--- config.mk ---
export PLATFORM = sky130hd
export DESIGN_NAME = sha256d_nonce_check_unit
export DESIGN_NICKNAME = d
export VERILOG_FILES = /design/src/rtl/snc_pkg.sv /design/src/rtl/snc_regs.sv /design/src/rtl/snc_core.sv /design/src/rtl/snc_cmp.sv /design/src/rtl/sha256d_nonce_check_unit.sv
export VERILOG_INCLUDE_DIRS = /design/src /design/src/rtl
export SDC_FILE = /design/constraint.sdc
export NUM_CORES = 2
export LEC_CHECK = 0
export BUFFER_PORTS_ARGS = -buffer_cell sky130_fd_sc_hd__buf_4
export CAP_MARGIN = 0
export CORE_ASPECT_RATIO = 1.1
export CORE_MARGIN = 2
export CORE_UTILIZATION = 35
export DETAILED_ROUTE_END_ITERATION = 16
export PLACE_DENSITY = 0.49
export SYNTH_ARGS = -nofsm -noshare
export SYNTH_HDL_FRONTEND = slang
export SYNTH_HIERARCHICAL = 1
export SYNTH_SLANG_ARGS = --single-unit
export TNS_END_PERCENT = 30
--- constraint.sdc ---
create_clock -name clk -period 42.7 [get_ports clk]
set_clock_uncertainty 0.2 [all_clocks]
set_input_delay 2.135 -clock clk [delete_from_list [all_inputs] [get_ports clk]]
set_output_delay 2.135 -clock clk [all_outputs]
set_load 0.05 [all_outputs]
--- src/rtl/sha256d_nonce_check_unit_assert.svh ---
// assertion macros shared by the nonce check unit rtl
// no dependencies; checks compile away when SYNTHESIS is defined
`ifndef SHA256D_NONCE_CHECK_UNIT_ASSERT_SVH
`define SHA256D_NONCE_CHECK_UNIT_ASSERT_SVH
`ifndef SYNTHESIS
`define SNC_ASSERT(lbl, clk, rstn, prop) \
	lbl: assert property (@(posedge clk) disable iff (!rstn) prop) \
		else $error("snc assertion failed");
`define SNC_NEVER(lbl, clk, rstn, cond) \
	lbl: assert property (@(posedge clk) disable iff (!rstn) !(cond)) \
		else $error("snc forbidden condition seen");
`else
`define SNC_ASSERT(lbl, clk, rstn, prop)
`define SNC_NEVER(lbl, clk, rstn, cond)
`endif
`endif

--- src/rtl/snc_pkg.sv ---
// shared types, constants and functions of the double sha-256 nonce check unit
// no dependencies
package snc_pkg;

	localparam int WORD_W     = 32;
	localparam int NUM_WORDS  = 8;
	localparam int BLK_WORDS  = 16;
	localparam int ROUNDS     = 64;
	localparam int IN_DATA_W  = 4 * WORD_W;
	localparam int OUT_DATA_W = (NUM_WORDS + 1) * WORD_W;
	localparam int CFG_DATA_W = 64;
	localparam int CFG_ADDR_W = 6;

	typedef logic [WORD_W-1:0] word_t;
	typedef word_t [NUM_WORDS-1:0] state_arr_t;
	typedef word_t [BLK_WORDS-1:0] block_t;

	localparam word_t PAD_WORD = 32'h8000_0000;
	localparam word_t LEN_HDR  = 32'(80 * 8);
	localparam word_t LEN_DIG  = 32'(32 * 8);

	// register map, index = paddr[5:3]
	typedef enum logic [2:0] {
		REG_MID01 = 3'd0,
		REG_MID23 = 3'd1,
		REG_MID45 = 3'd2,
		REG_MID67 = 3'd3,
		REG_TGT01 = 3'd4,
		REG_TGT23 = 3'd5,
		REG_TGT45 = 3'd6,
		REG_TGT67 = 3'd7
	} reg_idx_t;

	typedef enum logic [2:0] {
		ST_IDLE,
		ST_HASH1,
		ST_HASH2,
		ST_CMP,
		ST_EMIT
	} snc_state_t;

	typedef struct packed {
		logic start;
	} unit_ctl_t;

	typedef struct packed {
		logic busy;
		logic done;
	} core_stat_t;

	typedef struct packed {
		logic busy;
		logic done;
		logic match;
	} cmp_stat_t;

	function automatic word_t bswap(input word_t v);
		return {v[7:0], v[15:8], v[23:16], v[31:24]};
	endfunction

	function automatic state_arr_t iv_state();
		state_arr_t s;
		s[0] = 32'h6a09e667; s[1] = 32'hbb67ae85;
		s[2] = 32'h3c6ef372; s[3] = 32'ha54ff53a;
		s[4] = 32'h510e527f; s[5] = 32'h9b05688c;
		s[6] = 32'h1f83d9ab; s[7] = 32'h5be0cd19;
		return s;
	endfunction

	// round constants
	function automatic word_t round_k(input logic [5:0] t);
		word_t k;
		case (t)
			6'd0:  k = 32'h428a2f98; 6'd1:  k = 32'h71374491;
			6'd2:  k = 32'hb5c0fbcf; 6'd3:  k = 32'he9b5dba5;
			6'd4:  k = 32'h3956c25b; 6'd5:  k = 32'h59f111f1;
			6'd6:  k = 32'h923f82a4; 6'd7:  k = 32'hab1c5ed5;
			6'd8:  k = 32'hd807aa98; 6'd9:  k = 32'h12835b01;
			6'd10: k = 32'h243185be; 6'd11: k = 32'h550c7dc3;
			6'd12: k = 32'h72be5d74; 6'd13: k = 32'h80deb1fe;
			6'd14: k = 32'h9bdc06a7; 6'd15: k = 32'hc19bf174;
			6'd16: k = 32'he49b69c1; 6'd17: k = 32'hefbe4786;
			6'd18: k = 32'h0fc19dc6; 6'd19: k = 32'h240ca1cc;
			6'd20: k = 32'h2de92c6f; 6'd21: k = 32'h4a7484aa;
			6'd22: k = 32'h5cb0a9dc; 6'd23: k = 32'h76f988da;
			6'd24: k = 32'h983e5152; 6'd25: k = 32'ha831c66d;
			6'd26: k = 32'hb00327c8; 6'd27: k = 32'hbf597fc7;
			6'd28: k = 32'hc6e00bf3; 6'd29: k = 32'hd5a79147;
			6'd30: k = 32'h06ca6351; 6'd31: k = 32'h14292967;
			6'd32: k = 32'h27b70a85; 6'd33: k = 32'h2e1b2138;
			6'd34: k = 32'h4d2c6dfc; 6'd35: k = 32'h53380d13;
			6'd36: k = 32'h650a7354; 6'd37: k = 32'h766a0abb;
			6'd38: k = 32'h81c2c92e; 6'd39: k = 32'h92722c85;
			6'd40: k = 32'ha2bfe8a1; 6'd41: k = 32'ha81a664b;
			6'd42: k = 32'hc24b8b70; 6'd43: k = 32'hc76c51a3;
			6'd44: k = 32'hd192e819; 6'd45: k = 32'hd6990624;
			6'd46: k = 32'hf40e3585; 6'd47: k = 32'h106aa070;
			6'd48: k = 32'h19a4c116; 6'd49: k = 32'h1e376c08;
			6'd50: k = 32'h2748774c; 6'd51: k = 32'h34b0bcb5;
			6'd52: k = 32'h391c0cb3; 6'd53: k = 32'h4ed8aa4a;
			6'd54: k = 32'h5b9cca4f; 6'd55: k = 32'h682e6ff3;
			6'd56: k = 32'h748f82ee; 6'd57: k = 32'h78a5636f;
			6'd58: k = 32'h84c87814; 6'd59: k = 32'h8cc70208;
			6'd60: k = 32'h90befffa; 6'd61: k = 32'ha4506ceb;
			6'd62: k = 32'hbef9a3f7; default: k = 32'hc67178f2;
		endcase
		return k;
	endfunction

endpackage

--- src/rtl/snc_regs.sv ---
// apb register file: midstate and target, eight 64-bit registers
// depends on snc_pkg
module snc_regs (
	input  logic                            clk,
	input  logic                            arst_n,
	input  logic                            psel,
	input  logic                            penable,
	input  logic                            pwrite,
	input  logic [snc_pkg::CFG_ADDR_W-1:0]  paddr,
	input  logic [snc_pkg::CFG_DATA_W-1:0]  pwdata,
	output logic [snc_pkg::CFG_DATA_W-1:0]  prdata,
	output logic                            pready,
	output snc_pkg::state_arr_t             midstate,
	output snc_pkg::state_arr_t             target
);
	import snc_pkg::*;

	state_arr_t mid_q;
	state_arr_t tgt_q;
	reg_idx_t   idx;
	logic [2:0] lo_sel;
	logic [2:0] hi_sel;
	logic       wr_en;

	assign pready = 1'b1;
	assign idx    = reg_idx_t'(paddr[5:3]);
	assign hi_sel = {paddr[4:3], 1'b0};
	assign lo_sel = {paddr[4:3], 1'b1};
	assign wr_en  = psel & penable & pwrite & pready;

	// register writes, upper half to the even word
	always_ff @(posedge clk or negedge arst_n) begin
		if (!arst_n) begin
			mid_q <= '0;
			tgt_q <= '0;
		end else if (wr_en) begin
			if (paddr[5]) begin
				tgt_q[hi_sel] <= pwdata[63:32];
				tgt_q[lo_sel] <= pwdata[31:0];
			end else begin
				mid_q[hi_sel] <= pwdata[63:32];
				mid_q[lo_sel] <= pwdata[31:0];
			end
		end
	end

	// read back
	always_comb begin
		unique case (idx)
			REG_MID01, REG_MID23, REG_MID45, REG_MID67: begin
				prdata = {mid_q[hi_sel], mid_q[lo_sel]};
			end
			REG_TGT01, REG_TGT23, REG_TGT45, REG_TGT67: begin
				prdata = {tgt_q[hi_sel], tgt_q[lo_sel]};
			end
			default: begin
				prdata = '0;
			end
		endcase
	end

	assign midstate = mid_q;
	assign target   = tgt_q;

endmodule

--- src/rtl/snc_core.sv ---
// sha-256 compression engine, one round per cycle, shared by both hashes
// depends on snc_pkg
module snc_core (
	input  logic                 clk,
	input  logic                 arst_n,
	input  snc_pkg::unit_ctl_t   ctl,
	input  snc_pkg::state_arr_t  init,
	input  snc_pkg::block_t      blk,
	output snc_pkg::core_stat_t  stat,
	output snc_pkg::state_arr_t  digest
);
	import snc_pkg::*;

	localparam logic [5:0] ROUND_LAST = 6'(ROUNDS - 1);

	state_arr_t  v_q;
	state_arr_t  init_q;
	state_arr_t  dig_q;
	block_t      w_q;
	logic [5:0]  cnt_q;
	logic        run_q;
	logic        fin_q;
	logic        done_q;
	word_t       t1;
	word_t       t2;
	word_t       w_new;

	function automatic word_t rotr(input word_t x, input int n);
		return (x >> n) | (x << (WORD_W - n));
	endfunction

	// round function and schedule word of the sliding window
	always_comb begin
		t1 = v_q[7]
			+ (rotr(v_q[4], 6) ^ rotr(v_q[4], 11) ^ rotr(v_q[4], 25))
			+ ((v_q[4] & v_q[5]) ^ (~v_q[4] & v_q[6]))
			+ round_k(cnt_q) + w_q[0];
		t2 = (rotr(v_q[0], 2) ^ rotr(v_q[0], 13) ^ rotr(v_q[0], 22))
			+ ((v_q[0] & v_q[1]) ^ (v_q[0] & v_q[2]) ^ (v_q[1] & v_q[2]));
		w_new = w_q[0]
			+ (rotr(w_q[1], 7) ^ rotr(w_q[1], 18) ^ (w_q[1] >> 3))
			+ w_q[9]
			+ (rotr(w_q[14], 17) ^ rotr(w_q[14], 19) ^ (w_q[14] >> 10));
	end

	// sequencing
	always_ff @(posedge clk or negedge arst_n) begin
		if (!arst_n) begin
			run_q  <= 1'b0;
			fin_q  <= 1'b0;
			done_q <= 1'b0;
			cnt_q  <= '0;
		end else begin
			done_q <= fin_q;
			fin_q  <= run_q && (cnt_q == ROUND_LAST);
			if (ctl.start) begin
				run_q <= 1'b1;
				cnt_q <= '0;
			end else if (run_q) begin
				cnt_q <= cnt_q + 6'd1;
				if (cnt_q == ROUND_LAST) begin
					run_q <= 1'b0;
				end
			end
		end
	end

	// working variables, schedule window and feed-forward
	always_ff @(posedge clk) begin
		if (ctl.start) begin
			v_q    <= init;
			init_q <= init;
			w_q    <= blk;
		end else if (run_q) begin
			v_q[7] <= v_q[6];
			v_q[6] <= v_q[5];
			v_q[5] <= v_q[4];
			v_q[4] <= v_q[3] + t1;
			v_q[3] <= v_q[2];
			v_q[2] <= v_q[1];
			v_q[1] <= v_q[0];
			v_q[0] <= t1 + t2;
			w_q    <= {w_new, w_q[BLK_WORDS-1:1]};
		end
		if (fin_q) begin
			for (int i = 0; i < NUM_WORDS; i++) begin
				dig_q[i] <= init_q[i] + v_q[i];
			end
		end
	end

	assign stat.busy = run_q | fin_q;
	assign stat.done = done_q;
	assign digest    = dig_q;

endmodule

--- src/rtl/snc_cmp.sv ---
// word-serial compare of the byte-swapped digest against the target
// depends on snc_pkg
module snc_cmp (
	input  logic                 clk,
	input  logic                 arst_n,
	input  snc_pkg::unit_ctl_t   ctl,
	input  snc_pkg::state_arr_t  digest,
	input  snc_pkg::state_arr_t  target,
	output snc_pkg::cmp_stat_t   stat
);
	import snc_pkg::*;

	logic [2:0] idx_q;
	logic       run_q;
	logic       done_q;
	logic       match_q;
	word_t      x;
	word_t      tw;

	assign x  = bswap(digest[idx_q]);
	assign tw = target[idx_q];

	// most significant word first, equal falls through to the next word
	always_ff @(posedge clk or negedge arst_n) begin
		if (!arst_n) begin
			idx_q   <= '0;
			run_q   <= 1'b0;
			done_q  <= 1'b0;
			match_q <= 1'b0;
		end else begin
			done_q <= 1'b0;
			if (ctl.start) begin
				idx_q <= 3'(NUM_WORDS - 1);
				run_q <= 1'b1;
			end else if (run_q) begin
				if (x != tw || idx_q == '0) begin
					run_q   <= 1'b0;
					done_q  <= 1'b1;
					match_q <= (x <= tw);
				end else begin
					idx_q <= idx_q - 3'd1;
				end
			end
		end
	end

	assign stat.busy  = run_q;
	assign stat.done  = done_q;
	assign stat.match = match_q;

endmodule

--- src/rtl/sha256d_nonce_check_unit.sv ---
// top level of the double sha-256 nonce check unit: sequencer and stream ports
// depends on snc_pkg, snc_regs, snc_core, snc_cmp and the assertion header
//
//  channel  | dir | handshake          | content
//  s_*      | in  | s_tvalid/s_tready  | tail words 0..2, nonce, tlast = last_of_range
//  m_*      | out | m_tvalid/m_tready  | nonce, digest, tuser = meets_target, tlast = scan_end
//  apb      | in  | psel & penable     | midstate and target, 64-bit registers at 8*i
//
// an item passes twice through the shared compression core (64 rounds, feed-forward,
// handoff), then through the word-serial target compare, then loads the output
// register, and the sequencer returns to idle to take the next item.
// s_tready is high only while the sequencer is idle; a finished result may wait in the
// output register while the next item is already being hashed.
// reset clears the sequencer, the valid flag and the apb registers to zero.
`include "sha256d_nonce_check_unit_assert.svh"
module sha256d_nonce_check_unit (
	input  logic                            clk,
	input  logic                            arst_n,
	// tail_word0, tail_word1, tail_word2, nonce (lowest bits first)
	input  logic [snc_pkg::IN_DATA_W-1:0]   s_tdata,
	input  logic                            s_tlast,
	input  logic                            s_tvalid,
	output logic                            s_tready,
	// result_nonce, digest_word0 .. digest_word7 (lowest bits first)
	output logic [snc_pkg::OUT_DATA_W-1:0]  m_tdata,
	// meets_target
	output logic                            m_tuser,
	output logic                            m_tlast,
	output logic                            m_tvalid,
	input  logic                            m_tready,
	input  logic                            psel,
	input  logic                            penable,
	input  logic                            pwrite,
	input  logic [snc_pkg::CFG_ADDR_W-1:0]  paddr,
	input  logic [snc_pkg::CFG_DATA_W-1:0]  pwdata,
	output logic [snc_pkg::CFG_DATA_W-1:0]  prdata,
	output logic                            pready
);
	import snc_pkg::*;

	snc_state_t  state_q;
	snc_state_t  state_d;
	state_arr_t  midstate;
	state_arr_t  target;
	state_arr_t  digest;
	state_arr_t  core_init;
	block_t      core_blk;
	block_t      blk_hdr;
	block_t      blk_dig;
	unit_ctl_t   core_ctl;
	unit_ctl_t   cmp_ctl;
	core_stat_t  core_stat;
	cmp_stat_t   cmp_stat;
	logic        in_acc;
	logic        out_load;
	logic        sel_second;
	word_t       nonce_q;
	logic        last_q;
	logic        m_valid_q;
	word_t       m_nonce_q;
	state_arr_t  m_dig_q;
	logic        m_match_q;
	logic        m_last_q;

	snc_regs u_regs (
		.clk      (clk),
		.arst_n   (arst_n),
		.psel     (psel),
		.penable  (penable),
		.pwrite   (pwrite),
		.paddr    (paddr),
		.pwdata   (pwdata),
		.prdata   (prdata),
		.pready   (pready),
		.midstate (midstate),
		.target   (target)
	);

	snc_core u_core (
		.clk    (clk),
		.arst_n (arst_n),
		.ctl    (core_ctl),
		.init   (core_init),
		.blk    (core_blk),
		.stat   (core_stat),
		.digest (digest)
	);

	snc_cmp u_cmp (
		.clk    (clk),
		.arst_n (arst_n),
		.ctl    (cmp_ctl),
		.digest (digest),
		.target (target),
		.stat   (cmp_stat)
	);

	// message blocks of the two compressions
	always_comb begin
		blk_hdr     = '0;
		blk_hdr[0]  = s_tdata[31:0];
		blk_hdr[1]  = s_tdata[63:32];
		blk_hdr[2]  = s_tdata[95:64];
		blk_hdr[3]  = bswap(s_tdata[127:96]);
		blk_hdr[4]  = PAD_WORD;
		blk_hdr[15] = LEN_HDR;
		blk_dig     = '0;
		for (int i = 0; i < NUM_WORDS; i++) begin
			blk_dig[i] = digest[i];
		end
		blk_dig[8]  = PAD_WORD;
		blk_dig[15] = LEN_DIG;
	end

	assign core_blk  = sel_second ? blk_dig : blk_hdr;
	assign core_init = sel_second ? iv_state() : midstate;
	assign in_acc    = s_tvalid & s_tready;

	// next state
	always_comb begin
		state_d = state_q;
		unique case (state_q)
			ST_IDLE: begin
				if (s_tvalid) state_d = ST_HASH1;
			end
			ST_HASH1: begin
				if (core_stat.done) state_d = ST_HASH2;
			end
			ST_HASH2: begin
				if (core_stat.done) state_d = ST_CMP;
			end
			ST_CMP: begin
				if (cmp_stat.done) state_d = ST_EMIT;
			end
			ST_EMIT: begin
				if (!m_valid_q || m_tready) state_d = ST_IDLE;
			end
			default: begin
				state_d = ST_IDLE;
			end
		endcase
	end

	// sequencer outputs
	always_comb begin
		s_tready       = 1'b0;
		core_ctl.start = 1'b0;
		cmp_ctl.start  = 1'b0;
		sel_second     = 1'b0;
		out_load       = 1'b0;
		unique case (state_q)
			ST_IDLE: begin
				s_tready       = 1'b1;
				core_ctl.start = s_tvalid;
			end
			ST_HASH1: begin
				sel_second     = 1'b1;
				core_ctl.start = core_stat.done;
			end
			ST_HASH2: begin
				cmp_ctl.start = core_stat.done;
			end
			ST_CMP: begin
			end
			ST_EMIT: begin
				out_load = !m_valid_q || m_tready;
			end
			default: begin
			end
		endcase
	end

	// control registers
	always_ff @(posedge clk or negedge arst_n) begin
		if (!arst_n) begin
			state_q   <= ST_IDLE;
			m_valid_q <= 1'b0;
		end else begin
			state_q <= state_d;
			if (out_load) begin
				m_valid_q <= 1'b1;
			end else if (m_tready) begin
				m_valid_q <= 1'b0;
			end
		end
	end

	// item capture and output register
	always_ff @(posedge clk) begin
		if (in_acc) begin
			nonce_q <= s_tdata[127:96];
			last_q  <= s_tlast;
		end
		if (out_load) begin
			m_nonce_q <= nonce_q;
			m_last_q  <= last_q;
			m_dig_q   <= digest;
			m_match_q <= cmp_stat.match;
		end
	end

	assign m_tvalid = m_valid_q;
	assign m_tdata  = {m_dig_q, m_nonce_q};
	assign m_tuser  = m_match_q;
	assign m_tlast  = m_last_q;

	`SNC_NEVER(a_core_restart, clk, arst_n, core_ctl.start && core_stat.busy)
	`SNC_NEVER(a_load_overwrite, clk, arst_n, out_load && m_valid_q && !m_tready)
	`SNC_ASSERT(a_cmp_after_hash, clk, arst_n, cmp_stat.done |-> state_q == ST_CMP)
	`SNC_ASSERT(a_idle_core_quiet, clk, arst_n, state_q == ST_IDLE |-> !core_stat.busy)

endmodule

==> results list <==
- The tool flagged a number of max-cap violations equal to 0.
* Area growth, synth to finish: 15.1%
* Number of pins exceeding their max-slew limit in the final report: 0
- Number of DRC markers after the initial detailed-route iteration: 9135
* Sinks on the clock net: 2134
- Total via count in the routed design: 78.7k
- I/O pin count: 563
- The initialized floorplan defines 223 standard-cell rows.
* Net count of the finished layout: 10.3k
* Global-route wire length before repair: 657000 um
- Number of setup violations in the final report: 0
- The cell count after synthesis came out at 8711.
- Based on the critical path, the design can be clocked at up to 88.0 MHz.
* RePlAce Congestion: 1.00
* Clock-pin slew on the worst setup and hold paths: 0.06 ns
* Run status: completed
* Total congestion overflow after global routing: 0
- In the final routed layout, each cell accounts on average for 34.8 um.
* Number of cells on the worst hold path: 0
- Summed over all nets, the half-perimeter wirelength after detailed placement is 391000 um.
- The worst setup path is captured at a flip-flop.
- Clk Latency, worst-skew pair: 0.97 ns
- Of all nets on the critical path, the largest fanout is 24.
- Fill cells in the final layout number 31.5k.
- In this run the number of H-tree levels came out at 4.
* Initial standard-cell utilization of the core: 0.352
- ANT nets after route: 0
- The Yosys step of the flow raised 6 warnings.
- The region available for standard cell placement spans 335000 sq um.
- The library cells used most frequently in the layout, excluding fill and tap cells, are sky130_fd_sc_hd__edfxtp_1, sky130_fd_sc_hd__mux2_2, sky130_fd_sc_hd__buf_4.
- Hold Crit Endpoint: m_nonce_q[20]
- Final Hold Vio Count: 0
- Buffers inserted during clock tree synthesis total 237.
* # resized after CTS: 0
- Cell area after synthesis: 118000 sq um
- Peak per-stage delay on the critical path: 0.92 ns
- The slowest stage of the critical path is the sky130_fd_sc_hd__ha_1 cell.
- Die width: 557 um
- Unrepaired setup endpoints after global routing: false
* Most common cell after layout, fill and taps aside: sky130_fd_sc_hd__edfxtp_1
* Final routed wirelength across all metal layers: 494000 um
- The floorplan step defined a die boundary enclosing 341000 sq um.
* Endpoint of the most critical register-to-register path: u_core/v_q[31]
- Entering global routing, the biggest net connects 178 pins.
* Top cell by count, worst path: sky130_fd_sc_hd__o21ai_0
* Root buffer selected by CTS: sky130_fd_sc_hd__clkbuf_16
- For the pin with the worst max-slew slack, the measured transition is 1.34 ns.
- Layout cells sized above 1: 0.284
- Start point of the worst hold path: nonce_q[20]
* Number of design rule violations left after detail routing: 0
- Class of the most critical setup path: flip-flop to flip-flop
* Global router's overall resource usage: 0.283
- The first detailed-routing pass ran for 6 iterations.
* Number of buffers inserted by hold repair at cts: 0
- The number of setup buffers added after CTS is 0.
- Critical register-to-register path startpoint: u_core/cnt_q[1]
* Max clock buf depth: 4
* Die height: 612 um
- Worst R2R Setup Slack: 31.34 ns
- TritonCTS clock tree: yes
- Category of the worst setup path launch point: flip-flop
- Count of cells along the worst register-to-register path: 33
- At the worst endpoint, the required time is 43.28 ns.
- Final critical-path share of the clock period: 0.266
- The smallest clock period supported by the final layout is computed as 11.36 ns.
* Setup total negative slack: 0 ns
- Avg Cell Area, Syn: 13.5 sq um
* Via-per-instance ratio: 5.54
- Number of global-route vias before repair: 76.7k
* Number of antenna violations at the first check in global routing: 87
- Worst slew margin relative to its limit: 0.0829
* WP data arrival: 11.94 ns
- Total of buffers placed on input and output ports: 558
- Worst hold path class: flip-flop to flip-flop
-- routing by layer --
metal / up-vias / track usage / part of all wire
li1: 33700 / - / -
met1: 41100 / 0.383 / 0.42
met2: 3314 / 0.440 / 0.45
met3: 666 / 0.0350 / 0.061
met4: 12 / 0.154 / 0.065
met5: - / 0 / 0.00021
-- layout make-up --
type	count	area, sq um	area share
Timing Repair Buffer	676	5180	0.0382
Antenna cell	80	200	0.00148
Clock inverter	134	1380	0.0102
Sequential cell	2134	61500	0.453
Tap cell	4500	5630	0.0415
Multi-Input combinational cell	5971	53900	0.397
Inverter	415	1560	0.0115
Clock buffer	301	6370	0.0470
-- worst max-delay path: cells and delay by family, from the launching register on --
family          cells  cell delay, ns
compound gates     14            3.99
simple gates        6            1.66
xor+xnor            2            0.74
fa+ha+maj           6            3.07
flops               1            0.33
buf+inv             5            1.17
-- how the worst max path moves through the flow --
stage | slack (ns) | start | cells after the start | end
after floorplan | 11.85 | s_tvalid | 6 | u_core/v_q[0]
after global routing | 31.02 | u_core/cnt_q[1] | 33 | u_core/v_q[31]
after detailed placement | 31.69 | u_core/cnt_q[1] | 33 | u_core/v_q[31]
final | 31.34 | u_core/cnt_q[1] | 33 | u_core/v_q[31]
after global placement | 31.65 | u_core/cnt_q[1] | 33 | u_core/v_q[31]
after CTS | 31.62 | u_core/cnt_q[1] | 33 | u_core/v_q[31]
-- metrics by stage --
step | util | hold slack, ns | instance area, sq um | instances | worst slack [ns]
2_1_floorplan | - | 0.200 | 119000 | 8962 | 11.85
3_3_place_gp | 0.381 | 0.200 | 128000 | 13700 | 31.65
3_5_place_dp | 0.381 | 0.205 | 128000 | 13700 | 31.69
4_1_cts | 0.404 | 0.219 | 135000 | 14100 | 31.62
5_1_grt | 0.404 | 0.222 | 136000 | 14200 | 31.02
6_report | 0.405 | 0.216 | 136000 | 14200 | 31.34
-- registers in the layout, indices dropped and copies added (netlist names) --
name	count
u_cmp/run_q	1
m_nonce_q	32
u_regs/midstate	256
u_core/fin_q	1
u_core/digest	256
u_core/v_q	256
m_tvalid	1
nonce_q	32
u_core/done_q	1
state_q	3
u_core/init_q	256
m_tdata	256
m_tuser	1
u_core/run_q	1
u_cmp/match_q	1
u_core/cnt_q	6
u_regs/target	256
m_tlast	1
u_cmp/done_q	1
u_core/w_q	512
last_q	1
u_cmp/idx_q	3
Power is left out: the tool's default activity adds up to more than one toggle a clock period on the data nets, which glitch-free logic cannot reach.
